**src/smed_pkg.sv**
```systemverilog
// ----------------------------------------------------------------------------
// smed_pkg
// Shared constants and a helper for the sliding window median filter.
// ----------------------------------------------------------------------------
package smed_pkg;

   // default window length and sample width
   localparam int WINDOW_DEF       = 15;
   localparam int SAMPLE_WIDTH_DEF = 16;

   // bits needed for an age tag that counts 0 .. window-1
   function automatic int age_bits(input int window);
      int bits;
      bits = 1;
      while ((1 << bits) < window) bits = bits + 1;
      return bits;
   endfunction

endpackage

```
**src/sliding_window_median_top.sv**
```systemverilog
// ----------------------------------------------------------------------------
// sliding_window_median_top
// Running median over the last WINDOW signed samples.
// ----------------------------------------------------------------------------
// Usage:
//   req_valid/req_ready carry one signed sample per transaction.
//   rsp_valid/rsp_ready carry the median of the window that includes it.
//   The window is a row of WINDOW cells kept in ascending order; each cell
//   has an age tag, and on every transaction the oldest entry leaves and the
//   new sample is placed by all cells together.
//   The median shows on rsp_* in the cycle after the sample is taken.
//   Throughput: one sample per cycle while the result side keeps up; the
//   single output register sets that figure, since a sample is taken only
//   when that register is empty or being emptied in the same cycle.
//   The element at sorted position WINDOW/2 is reported (upper median for
//   an even window).
//   Reset fills the window with zeros, which take part in the first medians.
//   While rsp_valid is high and rsp_ready low, req_ready is low and the
//   result is held unchanged.
// ----------------------------------------------------------------------------
module sliding_window_median_top #(
   parameter int WINDOW       = smed_pkg::WINDOW_DEF,
   parameter int SAMPLE_WIDTH = smed_pkg::SAMPLE_WIDTH_DEF
) (
   input  logic                           clock,
   input  logic                           reset,
   input  logic                           req_valid,
   output logic                           req_ready,
   input  logic signed [SAMPLE_WIDTH-1:0] req_sample,
   output logic                           rsp_valid,
   input  logic                           rsp_ready,
   output logic signed [SAMPLE_WIDTH-1:0] rsp_median
);

   localparam int AGE_WIDTH = smed_pkg::age_bits(WINDOW);
   localparam int MID       = WINDOW / 2;

   logic signed [SAMPLE_WIDTH-1:0] cell_val  [WINDOW];
   logic        [AGE_WIDTH-1:0]    cell_age  [WINDOW];
   logic                           cell_gt   [WINDOW];
   logic                           cell_pre  [WINDOW];
   logic signed [SAMPLE_WIDTH-1:0] cell_next [WINDOW];

   logic                           step;
   logic                           rsp_valid_ff, rsp_valid_in;
   logic signed [SAMPLE_WIDTH-1:0] rsp_median_ff, rsp_median_in;

   // accept when the output register is free or draining
   assign req_ready = !rsp_valid_ff || rsp_ready;
   assign step      = req_valid && req_ready;

   // sorted cell row
   for (genvar i = 0; i < WINDOW; i++) begin : g_cell
      logic signed [SAMPLE_WIDTH-1:0] lo_val, hi_val;
      logic        [AGE_WIDTH-1:0]    lo_age, hi_age;
      logic                           lo_gt, lo_pre, hi_gt;

      if (i == 0) begin : g_lo_edge
         assign lo_val = '0;
         assign lo_age = '0;
         assign lo_gt  = 1'b0;
         assign lo_pre = 1'b0;
      end else begin : g_lo
         assign lo_val = cell_val[i-1];
         assign lo_age = cell_age[i-1];
         assign lo_gt  = cell_gt[i-1];
         assign lo_pre = cell_pre[i-1];
      end

      // past the top the list counts as larger than any sample
      if (i == WINDOW - 1) begin : g_hi_edge
         assign hi_val = '0;
         assign hi_age = '0;
         assign hi_gt  = 1'b1;
      end else begin : g_hi
         assign hi_val = cell_val[i+1];
         assign hi_age = cell_age[i+1];
         assign hi_gt  = cell_gt[i+1];
      end

      smed_cell #(
         .SAMPLE_WIDTH (SAMPLE_WIDTH),
         .AGE_WIDTH    (AGE_WIDTH),
         .OLDEST       (WINDOW - 1),
         .RESET_AGE    (WINDOW - 1 - i)
      ) u_cell (
         .clock    (clock),
         .reset    (reset),
         .step     (step),
         .sample   (req_sample),
         .lo_val   (lo_val),
         .lo_age   (lo_age),
         .lo_gt    (lo_gt),
         .lo_pre   (lo_pre),
         .hi_val   (hi_val),
         .hi_age   (hi_age),
         .hi_gt    (hi_gt),
         .val      (cell_val[i]),
         .age      (cell_age[i]),
         .gt       (cell_gt[i]),
         .pre      (cell_pre[i]),
         .val_next (cell_next[i])
      );
   end

   // output register next values
   always_comb begin
      rsp_valid_in  = rsp_valid_ff;
      rsp_median_in = rsp_median_ff;
      if (step) begin
         rsp_valid_in  = 1'b1;
         rsp_median_in = cell_next[MID];
      end else if (rsp_ready) begin
         rsp_valid_in  = 1'b0;
      end
   end

   always_ff @(posedge clock) begin
      if (reset) begin
         rsp_valid_ff <= 1'b0;
      end else begin
         rsp_valid_ff <= rsp_valid_in;
      end
   end

   always_ff @(posedge clock) begin
      rsp_median_ff <= rsp_median_in;
   end

   assign rsp_valid  = rsp_valid_ff;
   assign rsp_median = rsp_median_ff;

endmodule

```
**src/smed_cell.sv**
```systemverilog
// ----------------------------------------------------------------------------
// smed_cell
// One slot of the sorted window: holds a sample and its age, and on each
// transaction drops the oldest entry and inserts the new sample in order.
// ----------------------------------------------------------------------------
module smed_cell #(
   parameter int SAMPLE_WIDTH = smed_pkg::SAMPLE_WIDTH_DEF,
   parameter int AGE_WIDTH    = smed_pkg::age_bits(smed_pkg::WINDOW_DEF),
   parameter int OLDEST       = smed_pkg::WINDOW_DEF - 1,
   parameter int RESET_AGE    = 0
) (
   input  logic                           clock,
   input  logic                           reset,
   input  logic                           step,
   input  logic signed [SAMPLE_WIDTH-1:0] sample,
   // neighbor below (smaller values)
   input  logic signed [SAMPLE_WIDTH-1:0] lo_val,
   input  logic        [AGE_WIDTH-1:0]    lo_age,
   input  logic                           lo_gt,
   input  logic                           lo_pre,
   // neighbor above (larger values)
   input  logic signed [SAMPLE_WIDTH-1:0] hi_val,
   input  logic        [AGE_WIDTH-1:0]    hi_age,
   input  logic                           hi_gt,
   // own state to neighbors
   output logic signed [SAMPLE_WIDTH-1:0] val,
   output logic        [AGE_WIDTH-1:0]    age,
   output logic                           gt,
   output logic                           pre,
   output logic signed [SAMPLE_WIDTH-1:0] val_next
);

   logic signed [SAMPLE_WIDTH-1:0] val_ff, val_in;
   logic        [AGE_WIDTH-1:0]    age_ff, age_in;
   logic                           c_prev, c_cur;
   logic signed [SAMPLE_WIDTH-1:0] prev_val, cur_val;
   logic        [AGE_WIDTH-1:0]    prev_age, cur_age;

   // compare and oldest-entry detection, prefix of removal position
   assign gt  = (val_ff > sample);
   assign pre = lo_pre | (age_ff == AGE_WIDTH'(OLDEST));

   // view of the list with the oldest entry taken out
   always_comb begin
      c_prev   = lo_pre ? gt : lo_gt;
      prev_val = lo_pre ? val_ff : lo_val;
      prev_age = lo_pre ? age_ff : lo_age;
      c_cur    = pre ? hi_gt : gt;
      cur_val  = pre ? hi_val : val_ff;
      cur_age  = pre ? hi_age : age_ff;
   end

   // insertion of the new sample
   always_comb begin
      if (c_prev) begin
         val_in = prev_val;
         age_in = prev_age + AGE_WIDTH'(1);
      end else if (c_cur) begin
         val_in = sample;
         age_in = '0;
      end else begin
         val_in = cur_val;
         age_in = cur_age + AGE_WIDTH'(1);
      end
   end

   // slot registers, zero samples with distinct ages after reset
   always_ff @(posedge clock) begin
      if (reset) begin
         val_ff <= '0;
         age_ff <= AGE_WIDTH'(RESET_AGE);
      end else if (step) begin
         val_ff <= val_in;
         age_ff <= age_in;
      end
   end

   assign val      = val_ff;
   assign age      = age_ff;
   assign val_next = val_in;

endmodule

```
**config.mk**
```make
export PLATFORM = sky130hd
export DESIGN_NAME = sliding_window_median_top
export DESIGN_NICKNAME = d
export VERILOG_FILES = /design/src/smed_pkg.sv /design/src/sliding_window_median_top.sv /design/src/smed_cell.sv
export SDC_FILE = /design/constraint.sdc
export NUM_CORES = 2
export LEC_CHECK = 0
export BUFFER_PORTS_ARGS = -buffer_cell sky130_fd_sc_hd__buf_2
export CAP_MARGIN = 0
export CORE_ASPECT_RATIO = 0.6
export CORE_UTILIZATION = 45
export DETAILED_ROUTE_END_ITERATION = 8
export PLACE_DENSITY = 0.72
export SYNTH_ARGS = -nofsm -noshare
export SYNTH_HDL_FRONTEND = slang
export SYNTH_SLANG_ARGS = --single-unit
```
**constraint.sdc**
```tcl
create_clock -name clock -period 5.1 [get_ports clock]
set_input_delay 1.02 -clock clock [delete_from_list [all_inputs] [get_ports clock]]
set_output_delay 1.02 -clock clock [all_outputs]
set_load 0.01 [all_outputs]
```
Yosys cells after proc, flatten, opt, wreduce, memory -nomap -nowiden
Cells that the tools add are included.
{"block": "classes", "addsub": 15, "mul": 0, "n_div": 0, "magnitude_cmp": 15, "n_eq_ne": 15, "n_shift": 0, "mux": 105, "bitwise": 14, "n_reduce_logical": 6}
{"cell": "two-way mux 16 bit", "n": 44}
{"cell": "greater-than comparator 16 bit", "n": 15}
{"cell": "two-way mux 4 bit", "n": 44}
{"cell": "adder 4 x 1 -> 4 bit (second input constant)", "n": 15}
{"cell": "equality test 4 bit (second input constant)", "n": 15}
{"cell": "two-way mux 1 bit", "n": 17}
{"cell": "OR 1 bit", "n": 14}
{"cell": "nonzero test 3 bit", "n": 1}
{"cell": "AND reduction 2 bit", "n": 1}
{"cell": "nonzero test 2 bit", "n": 1}
{"cell": "logical AND 1 bit", "n": 1}
{"cell": "logical NOT 1 bit", "n": 1}
{"cell": "logical OR 1 bit", "n": 1}
{"block": "word_totals", "ff_bits": 317, "latch_bits": 0, "ramBits": 0, "romBits": 0, "in_bits": 20, "word_cells": 202, "mem_count": 0}

Longest topological paths before layout
{"block": "depth", "ltp_word": 19, "depth_mapped": 14, "mapped_depth_nobuf": 12}

Cells and area by module
From an unflattened synthesis, not the netlist that was laid out.
{"block": "hier_totals", "hier_cells": 4280, "area_unflattened_um2": 35014.8}
{"mod": "smed_cell (g_cell[8].u_cell)", "n_inst": 1, "cells_per_inst": 341, "area_per_inst_um2": 2533.7, "seq_area_each_um2": 400.4}
{"mod": "smed_cell (g_cell[9].u_cell)", "n_inst": 1, "cells_per_inst": 339, "area_per_inst_um2": 2493.6, "seq_area_each_um2": 400.4}
{"mod": "smed_cell (g_cell[7].u_cell)", "n_inst": 1, "cells_per_inst": 306, "area_per_inst_um2": 2399.8, "seq_area_each_um2": 400.4}
{"mod": "smed_cell (g_cell[12].u_cell)", "n_inst": 1, "cells_per_inst": 280, "area_per_inst_um2": 2373.5, "seq_area_each_um2": 400.4}
{"mod": "smed_cell (g_cell[14].u_cell)", "n_inst": 1, "cells_per_inst": 264, "area_per_inst_um2": 2308.5, "seq_area_each_um2": 400.4}
{"mod": "smed_cell (g_cell[3].u_cell)", "n_inst": 1, "cells_per_inst": 273, "area_per_inst_um2": 2284.7, "seq_area_each_um2": 400.4}
{"mod": "smed_cell (g_cell[0].u_cell)", "n_inst": 1, "cells_per_inst": 282, "area_per_inst_um2": 2280.9, "seq_area_each_um2": 400.4}
{"mod": "smed_cell (g_cell[4].u_cell)", "n_inst": 1, "cells_per_inst": 284, "area_per_inst_um2": 2260.9, "seq_area_each_um2": 400.4}
{"mod": "smed_cell (g_cell[10].u_cell)", "n_inst": 1, "cells_per_inst": 267, "area_per_inst_um2": 2250.9, "seq_area_each_um2": 400.4}
{"mod": "smed_cell (g_cell[13].u_cell)", "n_inst": 1, "cells_per_inst": 253, "area_per_inst_um2": 2250.9, "seq_area_each_um2": 400.4}
{"mod": "smed_cell (g_cell[5].u_cell)", "n_inst": 1, "cells_per_inst": 267, "area_per_inst_um2": 2238.4, "seq_area_each_um2": 400.4}
{"mod": "smed_cell (g_cell[1].u_cell)", "n_inst": 1, "cells_per_inst": 261, "area_per_inst_um2": 2223.4, "seq_area_each_um2": 400.4}
{"mod": "smed_cell (g_cell[11].u_cell)", "n_inst": 1, "cells_per_inst": 304, "area_per_inst_um2": 2218.4, "seq_area_each_um2": 400.4}
{"mod": "smed_cell (g_cell[2].u_cell)", "n_inst": 1, "cells_per_inst": 259, "area_per_inst_um2": 2192.1, "seq_area_each_um2": 400.4}
{"mod": "2 more rows"}

Worst setup path after synthesis
No wires, ideal clock.
{"block": "synth_path", "path_kind": "input port to flip-flop", "start": "in req_sample[7]", "end": "reg g_cell[14].u_cell.val_ff[10]", "setup_ns": 0.137, "arrival_time_ns": 3.699, "required_time_ns": 4.963, "setup_slack_ns": 1.264, "stages": 11, "n_path_buf": 1, "path_cell_list": "inv_1 ha_1 a2111oi_0 o21ai_0 o211a_1 o41ai_2 a21boi_0 mux2_2 buf_4 a211oi_1 nor3_2"}
{"block": "synth_between", "elab_chain_len": 4, "elab_cells_between_ends": 8, "classes_between": "order compare (2); mux (4); reduce/logical (2)"}
{"element": "start, declared", "line": "sliding_window_median_top.sv:29", "source": "input logic signed [SAMPLE_WIDTH-1:0] req_sample,"}
{"element": "greater-than comparator 16 bit", "line": "smed_cell.sv:40", "source": "assign gt = (val_ff > sample);"}
{"element": "two-way mux 1 bit (on tied branches)", "line": "smed_cell.sv:45, smed_cell.sv:48"}
{"element": "nonzero test 3 bit (no line) / two-way mux 16 bit (equally long branches)"}
{"element": "AND reduction 2 bit (no line) / two-way mux 16 bit (equally long branches)"}
{"element": "end signal, assigned", "line": "smed_cell.sv:73", "source": "val_ff <= val_in;"}
{"element": "end, declared", "line": "smed_cell.sv:33", "source": "logic signed [SAMPLE_WIDTH-1:0] val_ff, val_in;"}
Several ways; a longest one is shown, not always the timed one.
A chain may end at the register's enable or synchronous reset.

Worst setup path after layout
{"block": "layout_path", "start": "in req_sample[6]", "end": "reg g_cell[8].u_cell.val_ff[0]"}
{"block": "layout_between", "elab_chain_len": 4, "elab_cells_between_ends": 7, "classes_between": "order compare (3); mux (4)"}
{"element": "greater-than comparator 16 bit", "line": "smed_cell.sv:40"}
{"element": "two-way mux 1 bit", "line": "smed_cell.sv:48", "source": "c_cur = pre ? hi_gt : gt;"}
{"element": "two-way mux 16 bit", "line": "smed_cell.sv:58", "source": "end else if (c_cur) begin"}
{"element": "two-way mux 16 bit *", "line": "smed_cell.sv:55", "source": "if (c_prev) begin"}
{"element": "end signal, assigned", "line": "smed_cell.sv:73"}
{"element": "end, declared", "line": "smed_cell.sv:33"}
Every way passes the cells marked *; elsewhere a longest branch is shown, timed or not.

==> flow_summary.toml <==
[setup_path]
cp.required_ns = 5.62
r2r_setup_slack_ns = 0.49
r2r_cells = 9
worst-path-buf-inv = 2
regToRegEndpoint = "g_cell[8].u_cell.val[0]"
critPathLaunchType = "input port"
r2r_start = "g_cell[7].u_cell.val[10]"
critical-path-max-stage-delay_ns = 1.03
crit_type = "in -> reg"
path_max_fanout = 14
arrival_ns = 5.25
critPathTopFamily = "compound AO/OA/AOI/OAI gates"
crit_slowest_cell = "o21ai_1"
crit_path_end_kind = "register"
path_cells = "buf_2 -> inv_1 -> ha_1 -> nand3_1 -> a211oi_1 -> a2111oi_1 -> and2_1 -> xnor2_1 -> o21ai_1 -> a21oi_1 -> a221oi_1"

[layout]
n_fill_cell = 5078
final_nets = 3359
design_area_mm2 = 0.02687
drive_gt1_share_pct = 9.427
final_cells = 3812
syn2layout_area_growth_pct = 9.611

[logic_synthesis]
synth-edff-count = 16
syn_inst = 3113
ys_seq_elements = 317
synth_fp_nets = 3388
avgSynthCellArea_um2 = 7.875
yosysTopAreaCell = "dfxtp_1"
async_flop_share_pct = 0
ys_seq_area_share_pct = 26.54
synth_warnings = 0
syn_area_mm2 = 0.02451
synth-main-ff-cell = "dfxtp_1"
synth.distinct_cells = 91
synth_area_leaders = "dfxtp_1 (25%), ha_1 (13%), mux2i_1 (7.6%)"
synth_top_area_share_pct = 24.58

[clocking]
cts_buffers = 31
cts.sinks = 317
hold_buffers = 0
cts_tree = "yes"
cts_buffer_depth = 3
clk_latency_ns = 0.62
cts-root-buf = "clkbuf_16"
htree_levels = 1
clk_pin_slew_ns = 0.07
postCtsSetupBuffers = 0
ctsResizeCount = 0

[global_routing]
grt_max_degree = 64
grt_pass1_wl_um = 138800
track_usage_pct = 31.95
first_global_vias = 22545
grt_overflow_total = 0
antenna_found_initial = 0

[detailed_routing]
dr.pass1.iters = 9
ant_nets = 0
wl_per_cell_um = 23.84
wl_um = 90860
routed-via-count = 25470
drc_errors = 0
viasPerCell = 6.682
drt_iter0_drc = 4054

[placed_design]
gp_congestion = 1.030
portBuffers = 37
hpwl_um = 66390
dpl.cell_count = 3754
place_area_mm2 = 0.02575

[timing]
drv_slew = 0
rsz0062_at_grt = "no"
min_period_over_period_pct = 92.79
setup_viol_count_final = 0
tightestPinTransition_ns = 1.328
finalSetupTns_ns = 0
hold_viol = 0
fin_worst_skew_ns = 0.02111
period_minus_slack_ns = 4.733
relSlewSlack_pct = 10.88
fmax_mhz = 211.3

[floorplan]
start_util_pct = 46.09
row_count = 65
die_w_um = 303.3
core_area_mm2 = 0.05319
pin_count = 38
die_h_um = 182.8
design.die.area_mm2 = 0.05544

[power]
powerDensity_mw_per_mm2 = 770.6
max-vdd-ir-drop_mv = 0.4787
power.leakage_nw = 11.35

[hold_path]
min_path_type = "reg -> reg"
hp-start = "g_cell[6].u_cell.val[0]"
holdPathStages = 2
min_to = "g_cell[6].u_cell.val[0]"

[run]
maxCapViolCount = 0

[run_status]
status = "finished, final reports clean"
## sequential cells by signal, indices dropped and copies added (netlist names)
name and cells:
g_cell.u_cell.val 240, rsp_median 16, rsp_valid 1, g_cell.u_cell.age 60
## cells in the mapped netlist, types with 12 or more instances
master / instances
a2111oi_0: 23
a211oi_1: 89
a211oi_2: 12
a21o_1: 21
a21oi_1: 249
a221o_1: 51
a221oi_1: 14
a22oi_1: 55
a311oi_1: 23
a31oi_1: 13
and3_1: 18
buf_2: 58
clkbuf_1: 140
dfxtp_1: 301
edfxtp_1: 16
ha_1: 255
inv_1: 72
mux2i_1: 185
nand2_1: 379
nand2b_1: 22
nand3_1: 64
nand4_1: 34
nand4b_1: 14
nor2_1: 352
nor2b_1: 18
nor3_1: 95
nor3_2: 19
nor4_1: 24
o211ai_1: 27
o21a_1: 25
o21ai_0: 150
o221ai_1: 37
o22ai_1: 58
o31ai_1: 12
xnor2_1: 16
## layout make-up
class / count / area [µm²] / area share [%]
Sequential cell: 317 / 6506 / 24.21
Inverter: 74 / 280.3 / 1.043
Timing Repair Buffer: 151 / 1156 / 4.303
Tap cell: 703 / 879.6 / 3.274
Clock buffer: 40 / 879.6 / 3.274
Clock inverter: 17 / 237.7 / 0.8848
Multi-Input combinational cell: 2509 / 16930 / 63.00
Antenna cell: 1 / 2.502 / 0.009313
## per-stage QoR
stage	util (%)	setup slack [ns]	hold WS (ns)	power, mW
2_1_floorplan	-	1.264	0.4575	13.75
3_3_place_gp	48.41	-0.1642	0.4735	17.35
3_5_place_dp	48.41	-0.2092	0.4920	17.45
4_1_cts	50.51	0.4211	0.5030	20.11
5_1_grt	50.51	0.3557	0.5353	21.94
6_report	50.52	0.3675	0.5030	20.71
## metal layers
metal,vias up,global-route usage (%),share of wire (%)
li1,11603,-,-
met1,11969,49.41,45
met2,1712,40.93,37
met3,186,11.61,16
met4,0,6.360,2.3
met5,-,0,0
## worst max-delay path by stage
| stage | end | startpoint | cells past startpoint |
|---|---|---|---|
| 2_1_floorplan | g_cell[14].u_cell.val[10] | req_sample[7] | 11 |
| 4_1_cts | g_cell[8].u_cell.val[13] | req_sample[6] | 12 |
| 6_report | g_cell[8].u_cell.val[0] | req_sample[6] | 11 |
| 3_5_place_dp | g_cell[8].u_cell.val[13] | req_sample[6] | 12 |
| 3_3_place_gp | g_cell[8].u_cell.val[0] | req_sample[6] | 11 |
| 5_1_grt | g_cell[8].u_cell.val[0] | req_sample[14] | 11 |
## logic make-up (layout without fill, tap and decap cells)
| family | count (synthesis) | in the layout | synth area share [%] |
|---|---|---|---|
| XOR/XNOR | 24 | 24 | 0.8575 |
| AO/OA/AOI/OAI | 932 | 932 | 25.86 |
| other | 0 | 1 | 0 |
| flip-flops | 317 | 317 | 26.54 |
| multiplexers | 197 | 197 | 8.121 |
| adder cells (fa/ha/maj) | 255 | 255 | 13.02 |
| buffers and inverters | 287 | 282 | 4.844 |
| AND/OR/NAND/NOR | 1101 | 1101 | 20.76 |
## report_power, final
group / switching (mW) / leakage [nW] / internal [mW] / total [mW]
clock network: 1.13 / 0.552 / 1.51 / 2.64
logic: 8.37 / 8.16 / 4.88 / 13.3
registers: 1.34 / 2.64 / 3.47 / 4.81
## worst min-delay path, delay by kind of cell (launching register included)
family         cells  cell delay [ns]
flip-flops         1             0.33
AO/OA/AOI/OAI      2             0.15
## layout by cell type (no fill, tap or decap), types with 58 or more instances in the layout
| cell type | instances |
|---|---|
| buf_4 | 106 |
| a211oi_1 | 89 |
| inv_1 | 71 |
| o21ai_0 | 149 |
| o22ai_1 | 58 |
| mux2i_1 | 181 |
| nand3_1 | 64 |
| a21oi_1 | 248 |
| nor2_1 | 350 |
| ha_1 | 255 |
| nor3_1 | 94 |
| dfxtp_1 | 301 |
| nand2_1 | 377 |
No activity file was read; power rests on OpenSTA's default activity.
